==> config.mk <==
export PLATFORM = sky130hd
export DESIGN_NAME = remote_link_pairing_handler_unit_flat
export DESIGN_NICKNAME = d
export VERILOG_FILES = /design/src/rtl/rlph_pkg.sv /design/src/rtl/rlph_if.sv /design/src/rtl/remote_link_pairing_handler_unit.sv /design/src/rtl/rlph_front.sv /design/src/rtl/rlph_back.sv /design/src/rtl/rlph_queue.sv /design/src/flat_wrapper.sv
export VERILOG_INCLUDE_DIRS = /design/src /design/src/rtl
export SDC_FILE = /design/constraint.sdc
export NUM_CORES = 1
export LEC_CHECK = 0
export ABC_CLOCK_PERIOD_IN_PS = 3100
export CAP_MARGIN = 20
export CORE_UTILIZATION = 58
export CTS_BUF_LIST = sky130_fd_sc_hd__clkbuf_8 sky130_fd_sc_hd__clkbuf_16
export DETAILED_ROUTE_END_ITERATION = 6
export DONT_BUFFER_PORTS = 1
export HOLD_SLACK_MARGIN = 0.06
export MAX_ROUTING_LAYER = met4
export PLACE_DENSITY_LB_ADDON = 0.15
export SETUP_SLACK_MARGIN = 0.15
export SLEW_MARGIN = 20
export SYNTH_ARGS = -nofsm -noshare
export SYNTH_HDL_FRONTEND = slang
export SYNTH_HIERARCHICAL = 1
export SYNTH_SLANG_ARGS = --single-unit
==> constraint.sdc <==
create_clock -name clk -period 3.1 [get_ports clk]
set_input_delay 0.62 -clock clk [delete_from_list [all_inputs] [get_ports clk]]
set_output_delay 0.62 -clock clk [all_outputs]
set_load 0.05 [all_outputs]
==> src/rtl/remote_link_pairing_handler_unit_defines.svh <==
// Assertion helpers used by rlph_back.
`ifndef REMOTE_LINK_PAIRING_HANDLER_UNIT_DEFINES_SVH
`define REMOTE_LINK_PAIRING_HANDLER_UNIT_DEFINES_SVH

// Implication checked on every clock edge outside reset.
`define RLP_ASSERT_IMPL(label, clk_s, rst_n, ante, cons, msg) \
	label: assert property (@(posedge clk_s) disable iff (!rst_n) (ante) |-> (cons)) \
		else $error(msg);

// Next-cycle implication checked outside reset.
`define RLP_ASSERT_NEXT(label, clk_s, rst_n, ante, cons, msg) \
	label: assert property (@(posedge clk_s) disable iff (!rst_n) (ante) |=> (cons)) \
		else $error(msg);

`endif

==> src/rtl/rlph_pkg.sv <==
package rlph_pkg;

	localparam logic [1:0] ACT_BYTE  = 2'd0;
	localparam logic [1:0] ACT_TICK  = 2'd1;
	localparam logic [1:0] ACT_PAIR  = 2'd2;
	localparam logic [1:0] ACT_SPARE = 2'd3;

	localparam logic [1:0] KIND_TX     = 2'd0;
	localparam logic [1:0] KIND_ADDR   = 2'd1;
	localparam logic [1:0] KIND_SAVED  = 2'd2;
	localparam logic [1:0] KIND_STATUS = 2'd3;

	localparam logic [1:0] MODE_INIT    = 2'd0;
	localparam logic [1:0] MODE_PAIRING = 2'd1;
	localparam logic [1:0] MODE_WORKING = 2'd2;

	localparam logic [2:0] REG_BOOT_ADDR = 3'd0;
	localparam logic [2:0] REG_ZERO_POS  = 3'd1;
	localparam logic [2:0] REG_DROP_LINK = 3'd2;
	localparam logic [2:0] REG_BEACON    = 3'd3;
	localparam logic [2:0] REG_COMMIT    = 3'd4;

	localparam logic [7:0] HDR_PAIR  = 8'hcc;
	localparam logic [7:0] HDR_CTRL  = 8'ha5;
	localparam logic [7:0] HDR_REPLY = 8'haa;

	typedef struct packed {
		logic [1:0] action;
		logic [7:0] rx_byte;
		logic       end_of_packet;
		logic [7:0] bus_status;
		logic [7:0] fault_flags;
	} in_item_t;

	typedef struct packed {
		logic [1:0]  kind;
		logic [7:0]  tx_byte;
		logic        tx_last;
		logic [39:0] pipe_address;
		logic        linked;
		logic [1:0]  work_mode;
		logic        speed_mode;
		logic        direction_mode;
		logic [15:0] position;
		logic        last;
	} out_item_t;

endpackage

==> src/rtl/rlph_if.sv <==
interface rlph_in_if;
	import rlph_pkg::*;
	logic     valid;
	logic     ready;
	in_item_t data;
	modport source (output valid, output data, input ready);
	modport sink (input valid, input data, output ready);
endinterface

interface rlph_out_if;
	import rlph_pkg::*;
	logic      valid;
	logic      ready;
	out_item_t data;
	modport source (output valid, output data, input ready);
	modport sink (input valid, input data, output ready);
endinterface

==> src/rtl/remote_link_pairing_handler_unit.sv <==
// Channel  | Dir | Beat
// in_ch    | in  | action, rx_byte, end_of_packet, bus_status, fault_flags
// out_ch   | out | kind, tx_byte, tx_last, pipe_address, link/mode/stick status, last
// cfg      | in  | cfg_we, cfg_idx, cfg_data (plain write, no read-back)
//
// Each byte beat or tick ends in a status beat; a finished packet walks its
// buffer one byte a cycle and then sends up to 9 beats.
// The back sequencer is the limit; a two-entry queue lets the front take
// beats while the back works. Reset clears all control state, the reply
// store and the registers to defaults; the packet buffer is left undefined.
// An output stall holds the sequencer; a full queue drops in_ch.ready, and so
// does a finished packet until the back pops it with its status beat.
module remote_link_pairing_handler_unit #(
	parameter int RX_BYTES = 10
) (
	input  logic        clk,
	input  logic        arst_n,
	rlph_in_if.sink     in_ch,
	rlph_out_if.source  out_ch,
	input  logic        cfg_we,
	input  logic [2:0]  cfg_idx,
	input  logic [39:0] cfg_data
);
	import rlph_pkg::*;
	localparam int CW = $clog2(RX_BYTES + 1);

	logic              push, full, qv, qdrop, pdrop, pop, rel;
	in_item_t          pitem, qitem;
	logic [CW-1:0]     plen, qlen;
	logic [$clog2(RX_BYTES)-1:0] ridx;
	logic [7:0]        rbyte;

	// Free the packet buffer once its end-of-packet beat leaves the back.
	assign rel = pop && qitem.action == ACT_BYTE && qitem.end_of_packet;

	rlph_front #(.RxBytes(RX_BYTES)) u_front (
		.clk, .arst_n, .in_ch,
		.q_push(push), .q_item(pitem), .q_len(plen), .q_drop(pdrop), .q_full(full),
		.q_rel(rel), .rd_idx(ridx), .rd_byte(rbyte)
	);

	rlph_queue #(.LenW(CW)) u_queue (
		.clk, .arst_n,
		.push, .push_item(pitem), .push_len(plen), .push_drop(pdrop), .full,
		.pop, .valid(qv), .item(qitem), .len(qlen), .drop(qdrop)
	);

	rlph_back #(.RxBytes(RX_BYTES)) u_back (
		.clk, .arst_n, .cfg_we, .cfg_idx, .cfg_data,
		.q_valid(qv), .q_item(qitem), .q_len(qlen), .q_drop(qdrop), .q_pop(pop),
		.rd_idx(ridx), .rd_byte(rbyte), .out_ch
	);
endmodule

==> src/rtl/rlph_front.sv <==
// Front: collect packet bytes; pass every item (with packet length) to the queue.
module rlph_front #(
	parameter int RxBytes = 10
) (
	input  logic                         clk,
	input  logic                         arst_n,
	rlph_in_if.sink                      in_ch,
	output logic                         q_push,
	output rlph_pkg::in_item_t           q_item,
	output logic [$clog2(RxBytes+1)-1:0] q_len,
	output logic                         q_drop,
	input  logic                         q_full,
	input  logic                         q_rel,
	input  logic [$clog2(RxBytes)-1:0]   rd_idx,
	output logic [7:0]                   rd_byte
);
	import rlph_pkg::*;
	localparam int CW = $clog2(RxBytes + 1);

	logic [7:0]    store_q [RxBytes];
	logic [CW-1:0] count_q;
	logic          ovf_q;
	logic          hold_q;
	logic          acc;
	logic          room;

	// Hold the next packet while a finished one still waits in the queue.
	assign in_ch.ready = !q_full && !hold_q;
	assign acc  = in_ch.valid && in_ch.ready;
	assign room = count_q < CW'(RxBytes);

	assign q_push = acc;
	assign q_item = in_ch.data;
	assign q_len  = room ? count_q + CW'(1) : count_q;
	assign q_drop = !room || ovf_q;

	always_ff @(posedge clk) begin
		if (acc && in_ch.data.action == ACT_BYTE && room) begin
			store_q[count_q[$clog2(RxBytes)-1:0]] <= in_ch.data.rx_byte;
		end
	end

	assign rd_byte = store_q[rd_idx];

	always_ff @(posedge clk or negedge arst_n) begin
		if (!arst_n) begin
			hold_q <= 1'b0;
		end else if (acc && in_ch.data.action == ACT_BYTE && in_ch.data.end_of_packet) begin
			hold_q <= 1'b1;
		end else if (q_rel) begin
			hold_q <= 1'b0;
		end
	end

	always_ff @(posedge clk or negedge arst_n) begin
		if (!arst_n) begin
			count_q <= '0;
			ovf_q   <= 1'b0;
		end else if (acc && in_ch.data.action == ACT_BYTE) begin
			if (in_ch.data.end_of_packet) begin
				count_q <= '0;
				ovf_q   <= 1'b0;
			end else if (room) begin
				count_q <= count_q + CW'(1);
			end else begin
				ovf_q <= 1'b1;
			end
		end
	end
endmodule

==> src/rtl/rlph_back.sv <==
// Back: run one queued item through a small sequencer and emit its results.
`include "remote_link_pairing_handler_unit_defines.svh"
module rlph_back #(
	parameter int RxBytes = 10
) (
	input  logic                         clk,
	input  logic                         arst_n,
	input  logic                         cfg_we,
	input  logic [2:0]                   cfg_idx,
	input  logic [39:0]                  cfg_data,
	input  logic                         q_valid,
	input  rlph_pkg::in_item_t           q_item,
	input  logic [$clog2(RxBytes+1)-1:0] q_len,
	input  logic                         q_drop,
	output logic                         q_pop,
	output logic [$clog2(RxBytes)-1:0]   rd_idx,
	input  logic [7:0]                   rd_byte,
	rlph_out_if.source                   out_ch
);
	import rlph_pkg::*;
	localparam int CW = $clog2(RxBytes + 1);
	localparam int IW = $clog2(RxBytes);

	localparam logic [2:0] ST_IDLE  = 3'd0;
	localparam logic [2:0] ST_SUM   = 3'd1;
	localparam logic [2:0] ST_EVAL  = 3'd2;
	localparam logic [2:0] ST_EVENT = 3'd3;
	localparam logic [2:0] ST_TX    = 3'd4;
	localparam logic [2:0] ST_STAT  = 3'd5;

	logic [2:0]  st_q;
	logic [7:0]  zpos_q, drop_q, bcn_q;
	logic [3:0]  commit_q;

	logic [7:0]  pk_q [6];
	logic [7:0]  reply_q [7];
	logic        link_q;
	logic [1:0]  mode_q;
	logic [3:0]  rep_q;
	logic [7:0]  sil_q, bcnt_q;
	logic [39:0] addr_q;
	logic        spd_q, dir_q;
	logic [15:0] stick_q;

	logic [CW-1:0] idx_q;
	logic [7:0]    sum_q;
	logic [7:0]    lastb_q;
	logic          ev_q;
	logic [1:0]    ev_kind_q;
	logic [2:0]    txi_q;
	logic [2:0]    txn_q;
	logic          tx_go_q;

	logic        ov_q;
	out_item_t   od_q;
	logic        free;
	logic [7:0]  pair_sum, ctrl_sum;
	logic        same_addr;
	logic [39:0] pk_addr;

	assign free = !ov_q || out_ch.ready;
	assign out_ch.valid = ov_q;
	assign out_ch.data  = od_q;
	assign rd_idx = idx_q[IW-1:0];
	assign q_pop = (st_q == ST_STAT) && free;

	assign pk_addr = {pk_q[5], pk_q[4], pk_q[3], pk_q[2], pk_q[1]};
	assign same_addr = pk_addr == {reply_q[5], reply_q[4], reply_q[3], reply_q[2], reply_q[1]};
	assign pair_sum = HDR_PAIR + pk_q[1] + pk_q[2] + pk_q[3] + pk_q[4] + pk_q[5];
	assign ctrl_sum = HDR_REPLY + q_item.bus_status + q_item.fault_flags + HDR_PAIR;

	always_ff @(posedge clk) begin
		if (st_q == ST_SUM && idx_q <= CW'(5)) begin
			pk_q[idx_q[2:0]] <= rd_byte;
		end
		if (st_q == ST_SUM) begin
			lastb_q <= rd_byte;
		end
	end

	always_ff @(posedge clk or negedge arst_n) begin
		if (!arst_n) begin
			st_q     <= ST_IDLE;
			zpos_q   <= 8'd100;
			drop_q   <= 8'd250;
			bcn_q    <= 8'd100;
			commit_q <= 4'd5;
			for (int i = 0; i < 7; i++) reply_q[i] <= '0;
			link_q   <= 1'b0;
			mode_q   <= MODE_INIT;
			rep_q    <= '0;
			sil_q    <= '0;
			bcnt_q   <= '0;
			addr_q   <= '0;
			spd_q    <= 1'b0;
			dir_q    <= 1'b0;
			stick_q  <= '0;
			idx_q    <= '0;
			sum_q    <= '0;
			ev_q     <= 1'b0;
			ev_kind_q <= KIND_ADDR;
			txi_q    <= '0;
			txn_q    <= '0;
			tx_go_q  <= 1'b0;
			ov_q     <= 1'b0;
			od_q     <= '0;
		end else begin
			if (ov_q && out_ch.ready) ov_q <= 1'b0;
			if (cfg_we) begin
				unique case (cfg_idx)
					REG_BOOT_ADDR: addr_q <= cfg_data;
					REG_ZERO_POS:  zpos_q <= cfg_data[7:0];
					REG_DROP_LINK: drop_q <= cfg_data[7:0];
					REG_BEACON:    bcn_q <= cfg_data[7:0];
					REG_COMMIT:    commit_q <= cfg_data[3:0];
					default: ;
				endcase
			end
			unique case (st_q)
				ST_IDLE: begin
					ev_q    <= 1'b0;
					tx_go_q <= 1'b0;
					txi_q   <= '0;
					idx_q   <= '0;
					sum_q   <= '0;
					if (q_valid) begin
						priority if (q_item.action == ACT_BYTE) begin
							if (q_item.end_of_packet && !q_drop) begin
								sil_q <= '0;
								st_q  <= ST_SUM;
							end else begin
								st_q <= ST_STAT;
							end
						end else if (q_item.action == ACT_TICK) begin
							if (link_q) begin
								if (sil_q > zpos_q) stick_q <= '0;
								if (sil_q > drop_q) begin
									link_q <= 1'b0;
								end else begin
									if (sil_q != 8'hff) sil_q <= sil_q + 8'd1;
									bcnt_q <= '0;
								end
								st_q <= ST_STAT;
							end else begin
								sil_q <= '0;
								if (((bcnt_q != 8'hff) ? bcnt_q + 8'd1 : bcnt_q) >= bcn_q) begin
									bcnt_q  <= '0;
									txn_q   <= 3'd7;
									tx_go_q <= 1'b1;
									st_q    <= ST_TX;
								end else begin
									if (bcnt_q != 8'hff) bcnt_q <= bcnt_q + 8'd1;
									st_q <= ST_STAT;
								end
							end
						end else if (q_item.action == ACT_PAIR) begin
							mode_q    <= MODE_PAIRING;
							addr_q    <= '0;
							ev_q      <= 1'b1;
							ev_kind_q <= KIND_ADDR;
							st_q      <= ST_EVENT;
						end else begin
							st_q <= ST_STAT;
						end
					end
				end
				// Walk the packet buffer one byte a cycle, summing all but the last.
				ST_SUM: begin
					if (idx_q + CW'(1) < q_len) sum_q <= sum_q + rd_byte;
					if (idx_q + CW'(1) >= q_len) st_q <= ST_EVAL;
					else idx_q <= idx_q + CW'(1);
				end
				ST_EVAL: begin
					st_q <= ST_STAT;
					if (q_len == CW'(7) && pk_q[0] == HDR_PAIR && sum_q == lastb_q
						&& mode_q == MODE_PAIRING) begin
						link_q <= 1'b1;
						reply_q[0] <= HDR_PAIR;
						if (same_addr) begin
							if (rep_q > commit_q) begin
								addr_q    <= {reply_q[5], reply_q[4], reply_q[3], reply_q[2], reply_q[1]};
								ev_q      <= 1'b1;
								ev_kind_q <= KIND_ADDR;
							end else if (rep_q != 4'hf) begin
								rep_q <= rep_q + 4'd1;
							end
						end else begin
							rep_q <= '0;
							for (int i = 1; i < 6; i++) reply_q[i] <= pk_q[i];
						end
						reply_q[6] <= pair_sum;
						txn_q   <= 3'd7;
						tx_go_q <= 1'b1;
						st_q    <= ST_EVENT;
					end else if (q_len == CW'(5) && pk_q[0] == HDR_CTRL && sum_q == lastb_q) begin
						if (mode_q == MODE_PAIRING) begin
							ev_q      <= 1'b1;
							ev_kind_q <= KIND_SAVED;
							mode_q    <= MODE_WORKING;
						end
						link_q  <= 1'b1;
						spd_q   <= pk_q[3][0];
						dir_q   <= pk_q[3][1];
						stick_q <= {pk_q[1], pk_q[2]};
						reply_q[0] <= HDR_REPLY;
						reply_q[1] <= q_item.bus_status;
						reply_q[2] <= q_item.fault_flags;
						reply_q[3] <= HDR_PAIR;
						reply_q[4] <= ctrl_sum;
						txn_q   <= 3'd5;
						tx_go_q <= 1'b1;
						st_q    <= ST_EVENT;
					end
				end
				ST_EVENT: begin
					if (!ev_q) begin
						st_q <= tx_go_q ? ST_TX : ST_STAT;
					end else if (free) begin
						ov_q <= 1'b1;
						od_q <= '{kind: ev_kind_q, tx_byte: 8'd0, tx_last: 1'b0,
							pipe_address: addr_q, linked: link_q, work_mode: mode_q,
							speed_mode: spd_q, direction_mode: dir_q, position: stick_q,
							last: 1'b0};
						ev_q <= 1'b0;
						st_q <= tx_go_q ? ST_TX : ST_STAT;
					end
				end
				ST_TX: begin
					if (free) begin
						ov_q <= 1'b1;
						od_q <= '{kind: KIND_TX, tx_byte: reply_q[txi_q],
							tx_last: txi_q == txn_q - 3'd1, pipe_address: 40'd0,
							linked: link_q, work_mode: mode_q, speed_mode: spd_q,
							direction_mode: dir_q, position: stick_q, last: 1'b0};
						if (txi_q == txn_q - 3'd1) st_q <= ST_STAT;
						txi_q <= txi_q + 3'd1;
					end
				end
				ST_STAT: begin
					if (free) begin
						ov_q <= 1'b1;
						od_q <= '{kind: KIND_STATUS, tx_byte: 8'd0, tx_last: 1'b0,
							pipe_address: 40'd0, linked: link_q, work_mode: mode_q,
							speed_mode: spd_q, direction_mode: dir_q, position: stick_q,
							last: 1'b1};
						st_q <= ST_IDLE;
					end
				end
				default: st_q <= ST_IDLE;
			endcase
		end
	end

	`RLP_ASSERT_IMPL(a_pop_with_item, clk, arst_n, q_pop, q_valid, "pop without queued item")
	`RLP_ASSERT_NEXT(a_pop_gives_status, clk, arst_n, q_pop, ov_q && od_q.last, "pop without status beat")
	`RLP_ASSERT_IMPL(a_stall_holds, clk, arst_n, ov_q && !out_ch.ready && st_q != ST_IDLE, !q_pop, "pop while stalled")
endmodule

==> src/rtl/rlph_queue.sv <==
// Two-entry queue between front and back.
module rlph_queue #(
	parameter int LenW = 4
) (
	input  logic               clk,
	input  logic               arst_n,
	input  logic               push,
	input  rlph_pkg::in_item_t push_item,
	input  logic [LenW-1:0]    push_len,
	input  logic               push_drop,
	output logic               full,
	input  logic               pop,
	output logic               valid,
	output rlph_pkg::in_item_t item,
	output logic [LenW-1:0]    len,
	output logic               drop
);
	import rlph_pkg::*;
	in_item_t        it_q [2];
	logic [LenW-1:0] len_q [2];
	logic            drop_q [2];
	logic            wp_q, rp_q;
	logic [1:0]      cnt_q;

	assign full  = cnt_q == 2'd2;
	assign valid = cnt_q != 2'd0;
	assign item  = it_q[rp_q];
	assign len   = len_q[rp_q];
	assign drop  = drop_q[rp_q];

	always_ff @(posedge clk) begin
		if (push) begin
			it_q[wp_q]   <= push_item;
			len_q[wp_q]  <= push_len;
			drop_q[wp_q] <= push_drop;
		end
	end

	always_ff @(posedge clk or negedge arst_n) begin
		if (!arst_n) begin
			wp_q  <= 1'b0;
			rp_q  <= 1'b0;
			cnt_q <= '0;
		end else begin
			if (push) wp_q <= ~wp_q;
			if (pop) rp_q <= ~rp_q;
			cnt_q <= cnt_q + {1'b0, push} - {1'b0, pop};
		end
	end
endmodule

==> src/flat_wrapper.sv <==
// flat-port wrapper written by rule: the top's interface ports become plain ports
module remote_link_pairing_handler_unit_flat import rlph_pkg::*;
#(
	parameter int RX_BYTES = 10
)
  (clk, arst_n, cfg_we, cfg_idx, cfg_data, in_ch_valid, in_ch_data, in_ch_ready, out_ch_valid, out_ch_data, out_ch_ready);
  rlph_in_if in_ch_i ();
  rlph_out_if out_ch_i ();
  input  logic clk;
  input  logic arst_n;
  input  logic cfg_we;
  input  logic [2:0] cfg_idx;
  input  logic [39:0] cfg_data;
  input wire logic [$bits(in_ch_i.valid)-1:0] in_ch_valid;
  input wire logic [$bits(in_ch_i.data)-1:0] in_ch_data;
  output wire logic [$bits(in_ch_i.ready)-1:0] in_ch_ready;
  output wire logic [$bits(out_ch_i.valid)-1:0] out_ch_valid;
  output wire logic [$bits(out_ch_i.data)-1:0] out_ch_data;
  input wire logic [$bits(out_ch_i.ready)-1:0] out_ch_ready;
  assign in_ch_i.valid = in_ch_valid;
  assign in_ch_i.data = in_ch_data;
  assign in_ch_ready = in_ch_i.ready;
  assign out_ch_valid = out_ch_i.valid;
  assign out_ch_data = out_ch_i.data;
  assign out_ch_i.ready = out_ch_ready;
  remote_link_pairing_handler_unit #(.RX_BYTES(RX_BYTES)) u_core (.clk(clk), .arst_n(arst_n), .in_ch(in_ch_i), .out_ch(out_ch_i), .cfg_we(cfg_we), .cfg_idx(cfg_idx), .cfg_data(cfg_data));
endmodule
==> Word level (Yosys, flattened, before mapping) <==
Memories as Yosys holds them, arrays and structs flattened.
Index checks and enable logic that the tools add are counted.
{ "word_totals": {"mem_count": 5, "inputBits": 75, "out_inout_bits": 75, "ff_bits": 282, "mem_bits_rw": 192, "elab_cells": 329} }
{ "op_classes": {"reduce_logical": 62, "addsub": 18, "n_mux": 127, "magnitude_cmp": 9, "eq_ne": 56, "bitwise_logic": 6} }
{ "mem_list": {"columns": ["name", "depth", "width", "read_ports", "rd_ports_with_merged_regs", "write_ports", "line", "source"], "rows": [
  ["u_core.u_front.store_q", 10, 8, 1, 0, 1, "rlph_front.sv:20", "logic [7:0] store_q [RxBytes];"],
  ["u_core.u_queue.it_q", 2, 27, 1, 0, 1, "rlph_queue.sv:19", "in_item_t it_q [2];"],
  ["u_core.u_back.pk_q", 6, 8, 6, 0, 1, "rlph_back.sv:35", "logic [7:0] pk_q [6];"],
  ["u_core.u_queue.len_q", 2, 4, 1, 0, 1, "rlph_queue.sv:20", "logic [LenW-1:0] len_q [2];"],
  ["u_core.u_queue.drop_q", 2, 1, 1, 0, 1, "rlph_queue.sv:21", "logic drop_q [2];"]
]} }
{ "ops": {"columns": ["op", "count"], "rows": [
  ["40-bit two-way mux", 12],
  ["73-bit two-way mux", 4],
  ["73-bit case mux with 3 select lines", 1],
  ["16-bit two-way mux", 7],
  ["8-bit two-way mux", 13],
  ["40-bit case mux with 2 select lines", 1],
  ["3-bit two-way mux", 21],
  ["8-bit adder", 6],
  ["2-bit inequality test, second input constant", 22],
  ["40-bit equality test", 1],
  ["1-bit two-way mux", 39],
  ["16-bit case mux with 2 select lines", 1],
  ["8-bit binary-select mux with 3-bit select", 1],
  ["4-bit two-way mux", 6],
  ["2-bit AND reduction", 11],
  ["2-bit two-way mux", 10],
  ["5-bit AND reduction", 4],
  ["3-bit case mux with 6 select lines", 1],
  ["8-bit by 1-bit adder with 8-bit output, second input constant", 2],
  ["8-bit adder, first input constant", 2],
  ["8-bit equality test, second input constant", 2],
  ["8-bit greater-than comparator", 2],
  ["1-bit logical AND", 16],
  ["8-bit inequality test, second input constant", 2],
  ["47 further kinds", 91]
]} }

==> Logic depth before layout (Yosys ltp) <==
Gate-level depths: netlist of run 1.
{ "logic_depth": {"depth_word": 9, "mapped_depth": 16, "ltp_nobuf": 15} }

==> By module <==
The synthesis of run 1 kept the hierarchy.
{ "by_module_without_submodules": {"columns": ["mod", "seq_area_each_um2", "area_per_inst_um2", "instances", "cells_per_inst"], "rows": [
  ["rlph_back", 8156.6, 16682.2, 1, 1622],
  ["rlph_front", 2552.4, 3821.2, 1, 248],
  ["rlph_queue", 2021.9, 2661.3, 1, 115],
  ["remote_link_pairing_handler_unit", 0.0, 12.5, 1, 1]
]} }

==> Least setup slack after synthesis of run 1 <==
Ideal clock, no wire load.
{ "synth_path": {"kind": "register -> register", "from": "memory u_core.u_back.pk_q[1][3]", "to": "register u_core/u_back/reply_q[7] in the netlist's numbering", "setup_slack_ps": -206, "arrival_time_ps": 3171, "setup_time_ps": 135, "synth_period_minus_slack_ps": 3306, "stages_incl_launch_ff": 13, "required_time_ps": 2965, "n_path_buf": 0, "cell_sequence": "edfxtp_1 > fa_1 > inv_1 > fa_1 > fa_1 > inv_1 > ha_1 > a21o_1 > a21o_1 > a21o_1 > a21oi_1 > xnor2_1 > o21ai_0"} }
{ "synth_rtl": {"columns": ["element", "line", "source"], "rows": [
  ["from (decl)", "rlph_back.sv:35", null],
  ["to (decl)", "rlph_back.sv:36", "logic [7:0] reply_q [7];"]
]} }

==> metrics.txt, run 1 <==
status=finished with violations; failing checks=negative hold slack, negative setup slack; DRC viols=0; H-tree levels=2; Post-Route WL=57200 microns; routed vias/inst=5.91; initial antenna violation count=0; Final Hold Fails=approximately 270; DR iter-0 viols=1222; CP max stage cell=fa_1; Die Y=199 microns; DR WL/cell=21.8 microns; global routing's busiest layer=met2; Non-Filler Instances=2621; HP Class=in2async; Tot Pwr=roughly 21 mW; critical path peak fanout=2; Slew @ Worst Pin=0.951 ns; Critical Path AT=3.69 ns; placed cell count=2484; Setup WS pre-CTS=-0.146 ns; row count=between 70 and 80; R2R setup slack=-0.12 ns; commonest non-fill, non-tap cell in the layout=dfrtp_1; CTS Buffer Depth=3; Reg clk slew, reported paths=0.06 ns; die width=199 microns; crit path launch type=flop; Initial Util=59.4%; most frequent cells in the layout=250 x dfrtp_1, 230 x nand2_1, 184 x edfxtp_1; Yosys warnings=6; vias in the first global route=roughly 15000; routed via count=15500; die area=39600 sq um; max_slew headroom=about 37%; Pins Over Slew Limit=0; fin worst setup slack=-0.122 ns; global-route usage over all layers=29.3%; Bufs and invs on worst path=2; part of the power in registers=between 40% and 50%; ANT cells=0; GPL Wtd Cong=0.921; VDD IR-drop max=around 0.7 mV; core area=37900 sq um; Worst Skew=0.0246 ns; clock network power share=between 20% and 30%; Nets=2246; fillcell total=roughly 2800; endpoint type of the worst setup path=flop; first-pass GRT wire length=85000 microns; minimum clock period=about 3.2 ns; RR Endpoint=u_core/u_back/reply_q[7]; P_int=13.7 mW; CTS buffer count=48; Pre-antenna DRT Iters=6; final setup fails=4; number of routed nets with antenna violations=0; Clock Root Buffer=clkbuf_16; Top delay family on crit path=adder cells; largest net degree at the start of global routing=269; setup_tns=-0.319 ns; share of cells above drive strength 1=25.1%; input/output buffers=0; Syn Inst Count=1954; final hold slack=-0.275 ns; # clock sinks=452; IO Count=150; met1 GRT Util=36.8%; Mean Syn Cell Area=between 10 and 15 sq um; Leakage=roughly 11 nW; slowest stage delay, CP=0.54 ns; Final HPWL DP=39600 microns; R2R Path Start=u_core/u_back/pk_q[3][3]; M2 GR Usage=47.7%; R2R depth=12; worst skew pair latency=0.60 ns; CP startpoint=u_core/u_back/pk_q[3][3]; synthesized area=~23000 sq um; maximum clock rate=about 310 MHz; Combinational Power Share=30.9%; crit path kind=reg2reg; M3 GR Usage=5.12%; CP Cell Sequence=fa_1, inv_1, fa_1, fa_1, inv_1, ha_1, a21o_1, a21o_1, a21o_1, a21oi_2, xnor2_1, o21ai_1; Overflow after GRT=0; Post-Syn Nets=2130; Final Cycle Share=104%; total of max-cap violations=0; CTS tree=yes; Synth-to-Final Area Change=17.4%; PD cells=807 nW/um^2; unrepaired setup endpoints after global routing=yes; Net Sw Power=7.67 mW; switch share=36.0%; Worst Path Required=3.57 ns
[routing by layer]
| metal | part of all wire, % | vias to the layer above | routed length (microns) |
|---|---|---|---|
| li1 | - | 7164 | - |
| met1 | 41 | 7660 | 23700 |
| met2 | 49 | 549 | 27800 |
| met3 | 6.6 | 120 | 3760 |
| met4 | 3.4 | 0 | 1960 |
| met5 | 0 | - | 0 |
[state kept, by name (all words and copies together) (netlist names), 3 cells and up]
name / cells
u_core/u_back/addr_q: 40
u_core/u_back/bcn_q: 8
u_core/u_back/bcnt_q: 8
u_core/u_back/commit_q: 4
u_core/u_back/drop_q: 8
u_core/u_back/lastb_q: 8
u_core/u_back/out_ch.data: 73
u_core/u_back/pk_q: 48
u_core/u_back/rd_idx: 4
u_core/u_back/rep_q: 4
u_core/u_back/reply_q: 51
u_core/u_back/sil_q: 8
u_core/u_back/st_q: 3
u_core/u_back/stick_q: 16
u_core/u_back/sum_q: 8
u_core/u_back/txi_q: 3
u_core/u_back/zpos_q: 8
u_core/u_front/count_q: 4
u_core/u_front/store_q: 80
u_core/u_queue/it_q: 38
u_core/u_queue/len_q: 8
[worst max path at each step]
| stage | end | depth (start not counted) |
|---|---|---|
| 3_5_place_dp | u_core/u_back/reply_q[6] | 15 |
| 6_report | u_core/u_back/reply_q[7] | 12 |
| 4_1_cts | u_core/u_back/reply_q[7] | 12 |
| 5_1_grt | u_core/u_back/reply_q[7] | 12 |
| 3_3_place_gp | u_core/u_back/reply_q[7] | 12 |
| 2_1_floorplan | u_core/u_back/reply_q[7] | 12 |
[power by group through the flow]
| stage | clock [mW] | combinational, mW | sequential [mW] |
|---|---|---|---|
| floorplan | 0 | 4.54 | 8.72 |
| global placement | 0 | 5.79 | 8.98 |
| detailed placement | 0 | 5.95 | 9.02 |
| CTS | 5.92 | 6.12 | 8.89 |
| global route | 6.16 | 7.23 | 9.04 |
| finish | 5.83 | 6.59 | 8.91 |
[stage by stage]
| step | utilization [%] | instance area [sq um] |
|---|---|---|
| after floorplan | - | 22600 |
| after global placement | 62.5 | 23700 |
| after detailed placement | 62.5 | 23700 |
| after CTS | 67.2 | 25500 |
| after global routing | 69.7 | 26400 |
| final | 69.7 | 26400 |
[worst register-to-register path, stage by stage (launching register included)]
cell and delay (ns):
edfxtp_1 0.42, fa_1 0.54, inv_1 0.05, fa_1 0.45, fa_1 0.52, inv_1 0.05
ha_1 0.26, a21o_1 0.16, a21o_1 0.16, a21o_1 0.16, a21oi_2 0.12, xnor2_1 0.12
o21ai_1 0.07
[cell type report]
cell class / instances / area (sq um) / area share, %
multi-input combinational: 1282 / 9810 / 37.1
tap: 511 / 639 / 2.42
timing repair buffer: 176 / 1680 / 6.37
inverter: 110 / 420 / 1.59
sequential: 452 / 12300 / 46.4
clock buffer: 53 / 1280 / 4.85
clock inverter: 37 / 344 / 1.30
[timing repair]
action	CTS	global route
endpoints found under the setup margin	57	103
gates cloned	0	9
gates resized for setup	16	144
endpoints found under the hold margin	268	268
pin swaps	12	47
setup buffers	17	21
(Power assumes the default switching activity.)
==> inputs of run 2 (changes only) <==
--- a/config.mk
+++ b/config.mk
@@ -15,7 +15,6 @@
 export HOLD_SLACK_MARGIN = 0.06
 export MAX_ROUTING_LAYER = met4
 export PLACE_DENSITY_LB_ADDON = 0.15
-export SETUP_SLACK_MARGIN = 0.15
 export SLEW_MARGIN = 20
 export SYNTH_ARGS = -nofsm -noshare
 export SYNTH_HDL_FRONTEND = slang
==> run 2 against run 1 <==
  * The run still ends with negative hold slack, negative setup slack left
  * Final cell count down 1.2%
  * Sequential cell count stayed put
  * Global-route usage is 0.19 points lower
  * Design area down 3.9%
  * Sequential share of layout area grew 1.9 points
  * Non-clock buffer count down 30
  * First-iteration DRC count is 3.2% lower
  * Clock skew fell by 0.0075 ns
  * Clock-buffer cell count shrank 1
==> metrics.txt, run 2 (same netlist as run 1, synthesis figures left out) <==
switch share=36.4% (+0.48 points); global-route usage over all layers=29.1% (-0.19 points); total of max-cap violations=0 (unchanged); CTS tree=yes; fin worst setup slack=-0.171 ns (-0.0490 ns); critical path peak fanout=2 (unchanged); crit path kind=reg2reg; Critical Path AT=3.74 ns (+0.05 ns); part of the power in registers=43.7% (+1.9 points); Final Cycle Share=106% (+1.6 points); Pins Over Slew Limit=0 (unchanged); max_slew headroom=30.3% (-6.4 points); CTS buffer count=47 (-2.1%); number of routed nets with antenna violations=0 (unchanged); CTS Buffer Depth=3 (unchanged); Setup WS pre-CTS=-0.206 ns (-0.0596 ns); unrepaired setup endpoints after global routing=yes; share of cells above drive strength 1=20.4% (-4.7 points); final setup fails=6 (+2); VDD IR-drop max=0.613 mV (-10%); die area=39600 sq um (unchanged); Final HPWL DP=39900 microns (+0.76%); Placement Cell Area=23700 sq um (about the same); DRC viols=0 (unchanged); Top delay family on crit path=adder cells; Combinational Power Share=30.8% (about the same); IO Count=150 (unchanged); PD cells=802 nW/um^2 (-0.60%); Initial Util=59.4% (unchanged); GPL Wtd Cong=0.927 (+0.67%); Net Sw Power=7.43 mW (-3.2%); final hold slack=-0.261 ns (+0.0144 ns); Post-Route WL=54800 microns (-4.1%); most frequent cells in the layout=252 x dfrtp_1, 232 x nand2_1, 184 x edfxtp_1; core area=37900 sq um (unchanged); failing checks=negative hold slack, negative setup slack; Final Hold Fails=256 (-3.8%); final std cell area, no fill=25400 sq um (-3.9%); CP max stage cell=fa_1; row count=71 (unchanged); HP Class=in2async; minimum clock period=3.27 ns (+0.0490 ns); Slew @ Worst Pin=1.05 ns (+0.0954 ns); crit path launch type=flop; Nets=2215 (-1.4%); P_int=13.0 mW (-5.2%); first-pass GRT wire length=84300 microns (-0.78%); fillcell total=2872 (+4.3%); Worst Skew=0.0171 ns (-0.00746 ns); Synth-to-Final Area Change=12.9%; die width=199 microns (unchanged); clock network power share=25.5% (-1.9 points); Leakage=10.8 nW (-3.0%); DR iter-0 viols=1183 (-3.2%); Worst Path Required=3.57 ns (about the same); Reg clk slew, reported paths=0.06 ns (about the same); # clock sinks=452 (unchanged); slowest stage delay, CP=0.55 ns (about the same); max reg flops=80 (unchanged); endpoint type of the worst setup path=flop; Pre-antenna DRT Iters=5 (-1); initial antenna violation count=1 (+1); commonest non-fill, non-tap cell in the layout=dfrtp_1; Die Y=199 microns (unchanged); Clock Root Buffer=clkbuf_16; worst skew pair latency=0.59 ns (about the same); largest net degree at the start of global routing=269 (unchanged); vias in the first global route=14900 (-1.1%); routed vias/inst=5.83 (-1.4%); input/output buffers=0 (unchanged); Bufs and invs on worst path=2 (unchanged); H-tree levels=2 (unchanged); maximum clock rate=306 MHz (-1.5%); DR WL/cell=21.2 microns (-3.0%); routed via count=15100 (-2.6%); Overflow after GRT=0 (unchanged); status=finished with violations; CP Cell Sequence=fa_1, inv_1, fa_1, fa_1, inv_1, ha_1, a21o_1, a21o_1, a21o_1, a21oi_2, xnor2_1, o21ai_1
## run 2: cell types whose count changed in the layout (fill, tap and decap cells not counted), sizes merged
cell      delta
buf         -25
bufinv       -5
clkbuf       -6
clkinv       -7
clkinvlp     -2
diode        +1
inv         +13
## run 2: area by class of cell
type / instances / area [sq um] / share of cell area [%]
flip-flops and latches: 452 / 12300 / 48.2
multi-input cells: 1282 / 9440 / 37.1
repair buffers: 146 / 1260 / 4.95
clock buffers: 52 / 1240 / 4.90
well taps: 511 / 639 / 2.52
inverters: 110 / 413 / 1.62
clock inverters: 36 / 166 / 0.655
diodes: 1 / 2.50 / 0.00985
## run 2: final timing paths
| kind | start | endpoint | slack [ns] | cells past startpoint |
|---|---|---|---|---|
| min in group clk | in_ch_data[17] | u_core/u_front/store_q[1][0] | 0.12 | 0 |
| max reg2reg | u_core/u_back/pk_q[1][3] | u_core/u_back/reply_q[7] | -0.17 | 12 |
| min reg2reg | u_core/u_back/stick_q[7] | u_core/u_back/stick_q[7] | 0.48 | 2 |
| max | u_core/u_back/pk_q[1][3] | u_core/u_back/reply_q[7] | -0.17 | 12 |
| min | arst_n | u_core/u_back/bcn_q[0] | -0.26 | 0 |
| max in group asynchronous | arst_n | u_core/u_back/rd_idx[0] | 2.43 | 0 |
## run 2: power by group through the flow
| stage | clock network [mW] | logic [mW] | registers, mW |
|---|---|---|---|
| floorplan | 0 | 4.51 | 8.72 |
| global placement | 0 | 5.79 | 8.98 |
| detailed placement | 0 | 5.95 | 9.02 |
| CTS | 5.31 | 6.02 | 8.91 |
| global route | 5.54 | 6.94 | 9.04 |
| finish | 5.19 | 6.28 | 8.91 |
## run 2: worst register-to-register path, stage by stage (launching register included)
cell and delay (ns):
edfxtp_1 0.42, fa_1 0.55, inv_1 0.06, fa_1 0.46, fa_1 0.54, inv_1 0.05
ha_1 0.27, a21o_1 0.16, a21o_1 0.16, a21o_1 0.16, a21oi_2 0.12, xnor2_1 0.13
o21ai_1 0.07
## run 2: timing repair
| action | CTS | global route |
|---|---|---|
| resized for setup | 7 | 42 |
| endpoints found under the hold margin | 268 | 268 |
| pin swaps | 8 | 21 |
| endpoints found under the setup margin | 6 | 90 |
| setup buffers | 4 | 7 |
| gates cloned | 0 | 2 |
## run 2: metrics by stage
stage	cells	setup TNS (ns)	util (%)	total power [mW]
floorplan	1954	-0.289	-	13.2
global placement	2488	-0.397	62.4	14.8
detailed placement	2488	-0.689	62.4	15.0
CTS	2580	-0.422	66.2	20.2
global route	2590	-1.94	67.0	21.5
finish	2590	-0.322	67.0	20.4
## run 2: layer usage
| metal | routed length, microns | part of all wire [%] | track usage [%] | up-vias |
|---|---|---|---|---|
| met3 | 4190 | 7.6 | 6.61 | 109 |
| li1 | - | - | - | 7097 |
| met5 | 0 | 0 | - | - |
| met4 | 1790 | 3.3 | 10.4 | 0 |
| met2 | 26300 | 48 | 47.0 | 474 |
| met1 | 22600 | 41 | 35.9 | 7412 |
